**src/tlre_pkg.sv**
```systemverilog
// tlre_pkg: shared types and constants for the tank level rate estimator
// no dependencies
package tlre_pkg;

    localparam int unsigned FULL_FINE = 25600;
    localparam int unsigned MIN_DT_MS = 30000;

    // reciprocals for the constant divisions, exact for 32-bit dividends
    // x / 100 = (x * RECIP_100) >> 37, x / 5 = (x * RECIP_5) >> 34
    localparam logic [31:0] RECIP_100 = 32'h51EB_851F;
    localparam logic [31:0] RECIP_5   = 32'hCCCC_CCCD;

    localparam logic [1:0] ERR_NONE   = 2'd0;
    localparam logic [1:0] ERR_FAULT  = 2'd1;
    localparam logic [1:0] ERR_UNCONF = 2'd2;

    localparam logic [2:0] REG_HEIGHT = 3'd0;
    localparam logic [2:0] REG_BLIND  = 3'd1;
    localparam logic [2:0] REG_CAP    = 3'd2;
    localparam logic [2:0] REG_GEOM   = 3'd3;
    localparam logic [2:0] REG_AGE    = 3'd4;

    typedef struct packed {
        logic        start;
        logic [63:0] dividend;
        logic [31:0] divisor;
    } div_req_t;

    typedef struct packed {
        logic        done;
        logic [63:0] quotient;
    } div_rsp_t;

endpackage

```
**src/tlre_div.sv**
```systemverilog
// tlre_div: shared restoring divider, one quotient bit per cycle
// depends on tlre_pkg
module tlre_div
(
    input  logic               clk,
    input  logic               rst_n,
    input  tlre_pkg::div_req_t req,
    output tlre_pkg::div_rsp_t rsp
);
    import tlre_pkg::*;

    logic [63:0] quo_reg, quo_next;
    logic [32:0] rem_reg, rem_next;
    logic [31:0] dvs_reg, dvs_next;
    logic [6:0]  cnt_reg, cnt_next;
    logic        busy_reg, busy_next;
    logic        done_reg, done_next;
    logic [32:0] trial;

    always_comb
    begin
        quo_next  = quo_reg;
        rem_next  = rem_reg;
        dvs_next  = dvs_reg;
        cnt_next  = cnt_reg;
        busy_next = busy_reg;
        done_next = 1'b0;
        trial     = {rem_reg[31:0], quo_reg[63]} - {1'b0, dvs_reg};
        if (req.start)
        begin
            quo_next  = req.dividend;
            rem_next  = '0;
            dvs_next  = req.divisor;
            cnt_next  = 7'd0;
            busy_next = 1'b1;
        end
        else if (busy_reg)
        begin
            if (!trial[32])
            begin
                rem_next = trial;
                quo_next = {quo_reg[62:0], 1'b1};
            end
            else
            begin
                rem_next = {rem_reg[31:0], quo_reg[63]};
                quo_next = {quo_reg[62:0], 1'b0};
            end
            cnt_next = cnt_reg + 7'd1;
            if (cnt_reg == 7'd63)
            begin
                busy_next = 1'b0;
                done_next = 1'b1;
            end
        end
    end

    always_ff @(posedge clk or negedge rst_n)
    begin
        if (!rst_n)
        begin
            busy_reg <= 1'b0;
            done_reg <= 1'b0;
            cnt_reg  <= '0;
        end
        else
        begin
            busy_reg <= busy_next;
            done_reg <= done_next;
            cnt_reg  <= cnt_next;
        end
    end

    always_ff @(posedge clk)
    begin
        quo_reg <= quo_next;
        rem_reg <= rem_next;
        dvs_reg <= dvs_next;
    end

    assign rsp.done     = done_reg;
    assign rsp.quotient = quo_reg;
endmodule

```
**config.mk**
```make
export PLATFORM = sky130hd
export DESIGN_NAME = tlre_div
export DESIGN_NICKNAME = d
export VERILOG_FILES = /design/src/tlre_pkg.sv /design/src/tlre_div.sv
export SDC_FILE = /design/constraint.sdc
export NUM_CORES = 1
export LEC_CHECK = 0
export ABC_AREA = 1
export BUFFER_PORTS_ARGS = -buffer_cell sky130_fd_sc_hd__buf_2
export CAP_MARGIN = 10
export CORE_UTILIZATION = 61
export DETAILED_ROUTE_END_ITERATION = 8
export PLACE_DENSITY = 0.89
export RECOVER_POWER = 50
export SETUP_SLACK_MARGIN = 0.05
export SYNTH_ARGS = -nofsm -noshare
export SYNTH_HDL_FRONTEND = slang
export SYNTH_SLANG_ARGS = --single-unit
```
**constraint.sdc**
```tcl
create_clock -name clk -period 4.2 [get_ports clk]
set_input_delay 0.84 -clock clk [delete_from_list [all_inputs] [get_ports clk]]
set_output_delay 0.84 -clock clk [all_outputs]
set_load 0.02 [all_outputs]
```
Word level (Yosys, flattened, before mapping)
Cells that the tools add are included.
{"block": "totals", "ff_bits": 137, "output_inout_bits": 65}
{"block": "classes", "n_addsub": 2, "n_eq_ne": 1, "mux": 12, "reduce_logical": 1}
{"cell": "$mux 64", "n": 2}
{"cell": "$sub 33x32->33", "n": 1}
{"cell": "$mux 32", "n": 1}
{"cell": "$mux 7", "n": 2}
{"cell": "$add 7x1->7 const B", "n": 1}
{"cell": "$eq 7x6->1 const B", "n": 1}
{"cell": "$mux 1", "n": 7}
{"cell": "$reduce_bool 2->1", "n": 1}

Longest topological paths before layout
{"block": "logic_depth", "ltp_word": 4, "depth_mapped": 18}

Worst setup path before layout
Ideal clock, no wire load.
{"block": "synth_timing", "kind": "input -> register", "from": "input req[96] (netlist name)", "to": "register quo_reg[0], enable pin", "t_arrival_ns": 2.685, "t_required_ns": 3.782, "path_slack_ns": 1.097, "stages": 4, "path_buffers": 2, "cell_sequence": "clkbuf_1 nor2_1 clkbuf_1 inv_1"}
{"block": "synth_via", "elab_chain_len": 1}
{"item": "start: declaration", "line": "tlre_div.sv:7", "source": "input tlre_pkg::div_req_t req,"}
{"item": "$reduce_bool 2->1 (no source line)"}
{"item": "end signal: assignment", "line": "tlre_div.sv:76", "source": "quo_reg <= quo_next;"}
{"item": "end: declaration", "line": "tlre_div.sv:12", "source": "logic [63:0] quo_reg, quo_next;"}
No other way between the ends.
A chain may end at the register's enable or synchronous reset.

Final worst setup path
{"block": "layout_timing", "from": "input req[96] (netlist name)", "to": "register cnt_reg[3]"}
{"block": "layout_via", "elab_chain_len": 1, "elab_cells_between_ends": 2, "cone_classes": "1 x mux; 1 x reduce/logical"}
{"item": "$mux 7 or $reduce_bool 2->1 (tied branches)"}
{"item": "end signal: assignment", "line": "tlre_div.sv:70", "source": "cnt_reg <= cnt_next;"}
{"item": "end: declaration", "line": "tlre_div.sv:15", "source": "logic [6:0] cnt_reg, cnt_next;"}
Several ways; a longest one is shown, not always the timed one.

==> flow_summary_export.csv <==
group,metric,value,unit
cts,clkTransAtPathRegs,0.07,ns
placement,numPlacedInstances,1493,
cells_and_area,largest_reg_flops,64,
synth,syn_nets,1310,
floorplan,initial_core_util,63.0,%
worst_setup_path,cp.required,4.55,ns
pwr,p_leak,0.00536,uW
grt,grt_use_total,31.3,%
sta,setup_viol,0,
synth,syn_inst,1177,
synth,synth_top_family_by_area,"simple AND/OR/NAND/NOR gates",
worst_setup_path,critPathLaunchType,"input port",
synth,synth_fa_ha_area_share,5.17,%
cts,cts_root_buffer,"clkbuf_16",
detailed_routing,vias_per_cell,5.06,
cts,cts_hold_repair.buffers,0,
grt,grt_pass1_vias,7485,
synth,synth.distinct_cells,39,
cells_and_area,fillCellCount,1037,
synth,async_flop_share,6.57,%
synth,synth_compound_area_share,2.33,%
cells_and_area,fin_nets,1469,
worst_setup_path,r2r_end,"quo_reg[0]",
synth,synth_edf_count,96,
worst_setup_path,reg2reg_from,"dvs_reg[0]",
detailed_routing,postRouteAntennaNets,0,
outcome,outcome,"finished, violations left",
outcome,violations,"capacitance limit, slew limit",
sta,rsz0062_at_grt,"no",
sta,finalHoldViolCount,0,
cts,ctsResizeCount,0,
grt,gr-total-overflow,0,
cts,clock_path_buffers,2,
floorplan,die_width,119,um
worst_setup_path,rrSetupSlack,1.52,ns
grt,grt_pass1_wl,34800,um
sta,drv_slew,68,
detailed_routing,drt_first_pass_iters,7,
sta,setup_tns,0,ns
synth,syn_area,0.00837,mm2
floorplan,coreArea,0.0133,mm2
cts,tritoncts,"done",
synth,yosysMostFrequentCell,"nand2_1",
grt,grt_max_degree,68,
cells_and_area,syn_to_final_growth,17.3,%
cells_and_area,multi_input_area,0.00367,mm2
detailed_routing,drtIter0Drc,552,
pwr,pwr_density_cell,371,mW/mm2
worst_setup_path,rr_worst_depth,14,
cts,h-tree-depth,4,
placement,placed_area,0.00930,mm2
cells_and_area,stdcell_count,1525,
placement,portBuffers,163,
floorplan,dieArea,0.0142,mm2
worst_setup_path,end_kind,"register",
synth,ys_ff_latch,137,
cells_and_area,layout.area.seq,0.00375,mm2
floorplan,rows,42,
sta,max_slew_margin,-30.8,%
cts,cts_made_buffers,17,
worst_setup_path,cp_max_fo,67,
synth,ys_top_cells_by_area,"edfxtp_1 (34%), nand2_1 (25%), inv_1 (9.5%), dfxtp_1 (7.7%), ha_1 (4.9%)",
sta,fin_crit_sh,66.6,%
synth,yosys-top-cells-count,"nand2_1 (566), inv_1 (212), edfxtp_1 (96)",
worst_setup_path,crit_type,"in -> reg",
synth,synth.avg_cell_area,7.11,um2
cells_and_area,diodes,0,
synth,synthSimpleGateAreaFrac,34.8,%
synth,synth-xor-area-share,1.57,%
detailed_routing,wl,21000,um
synth,ys_warn_count,0,
synth,synthFlopType,"edfxtp_1",
synth,synth-seq-area-share,44.8,%
cells_and_area,final_cell_area,0.00982,mm2
sta,fmax,358,MHz
grt,antenna_found_initial,0,
detailed_routing,drc,0,
worst_setup_path,arrival,3.15,ns
detailed_routing,vias,7713,
cts,clock_latency,0.44,ns
synth,yosys.area.top_type,"edfxtp_1",
floorplan,die_h,119,um
sta,worst-slew-pin-transition,1.96,ns
placement,routabilityCongestion,0.943,
cells_and_area,layout-drive-gt1-share,11.6,%
detailed_routing,drt-wirelength-per-cell,13.7,um
pwr,irDropWorstVdd,0.297,mV
floorplan,pin_count,164,
hold_path,hold_path.class,"in -> async",
sta,skew,0.0134,ns
cts,cts.sink_count,137,
placement,dp_hpwl,15000,um
sta,fin_crit,2.80,ns
synth,synthMuxAreaShare,0,%
synth,yosysTopAreaCellShare,34.4,%
cts,postCtsSetupBuffers,0,
flow_run,cap_violations,1,
## cell usage in the layout, fill, tap and decap left out, types with 2 or more instances in the layout
| cell | netlist | routed |
|---|---|---|
| clkbuf_1 | 18 | 69 |
| a21oi_2 | 3 | 3 |
| xor2_1 | 3 | 3 |
| nand2_2 | 10 | 10 |
| nor3_2 | 2 | 2 |
| nand3_2 | 2 | 2 |
| dfrtp_1 | 9 | 9 |
| nand2_4 | 2 | 2 |
| clkbuf_16 | 0 | 17 |
| buf_2 | 1 | 96 |
| nor2_4 | 2 | 2 |
| edfxtp_1 | 96 | 96 |
| inv_1 | 212 | 212 |
| nand3b_1 | 2 | 2 |
| bufinv_16 | 0 | 3 |
| nor2_1 | 46 | 45 |
| ha_1 | 33 | 33 |
| nor2_2 | 2 | 3 |
| inv_2 | 3 | 3 |
| clkinv_4 | 0 | 3 |
| dfxtp_1 | 32 | 32 |
| inv_6 | 0 | 3 |
| nand3_1 | 55 | 55 |
| nand4_1 | 7 | 7 |
| buf_4 | 1 | 5 |
| o21bai_1 | 2 | 2 |
| nand2_1 | 566 | 566 |
| and2_1 | 6 | 6 |
| xnor2_1 | 12 | 12 |
| a21oi_1 | 18 | 18 |
| o21ai_0 | 7 | 7 |
| nor3_1 | 9 | 9 |
## critical path, stage by stage
cell	delay, ns
buf_4	0.31
inv_1	1.47
o21ai_0	0.29
a21oi_1	0.21
## worst max-delay path by stage
stage                            from          end  slack, ns  cells after the start
after floorplan               req[96]   quo_reg[0]       1.10                      4
after global placement        req[96]   cnt_reg[1]       1.60                      5
after detailed placement      req[96]  quo_reg[45]       1.54                      4
after CTS                 quo_reg[63]   quo_reg[0]       1.51                     15
after global routing          req[96]   cnt_reg[3]       1.25                      4
final                         req[96]   cnt_reg[3]       1.40                      4
## metal layers
metal  wire, um  global-route usage (%)  vias to the layer above
li1           -                       -                     3896
met1       8610                    38.3                     3438
met2      10300                    53.5                      328
met3       1520                    7.28                       51
met4        553                    11.9                        0
met5          0                       0                        -
## stage by stage
stage | setup slack (ns) | utilization, % | total power [uW] | hold slack (ns)
2_1_floorplan | 1.10 | - | 1930 | 0.443
3_3_place_gp | 1.60 | 70.0 | 2090 | 0.459
3_5_place_dp | 1.54 | 70.0 | 2110 | 0.464
4_1_cts | 1.51 | 74.5 | 3660 | 0.246
5_1_grt | 1.25 | 73.8 | 3760 | 0.384
6_report | 1.40 | 73.8 | 3640 | 0.353
## kinds of logic after synthesis
logic type / Yosys count
xor+xnor: 15
compound gates: 34
simple gates: 715
buf+inv: 242
fa+ha+maj: 34
flops: 137
## final cells by class
cell class | instances | area share [%]
inverter | 215 | 8.22
clock inverter | 12 | 1.68
timing repair buffer | 167 | 7.80
multi-input combinational | 798 | 37.4
clock buffer | 20 | 4.45
sequential | 137 | 38.2
tap | 176 | 2.24
## power by group
part | internal [uW] | switching [uW]
Sequential | 1550 | 51.5
Clock | 944 | 616
Combinational | 156 | 324
Total | 2650 | 991
Power figures use the tool's default switching activity.
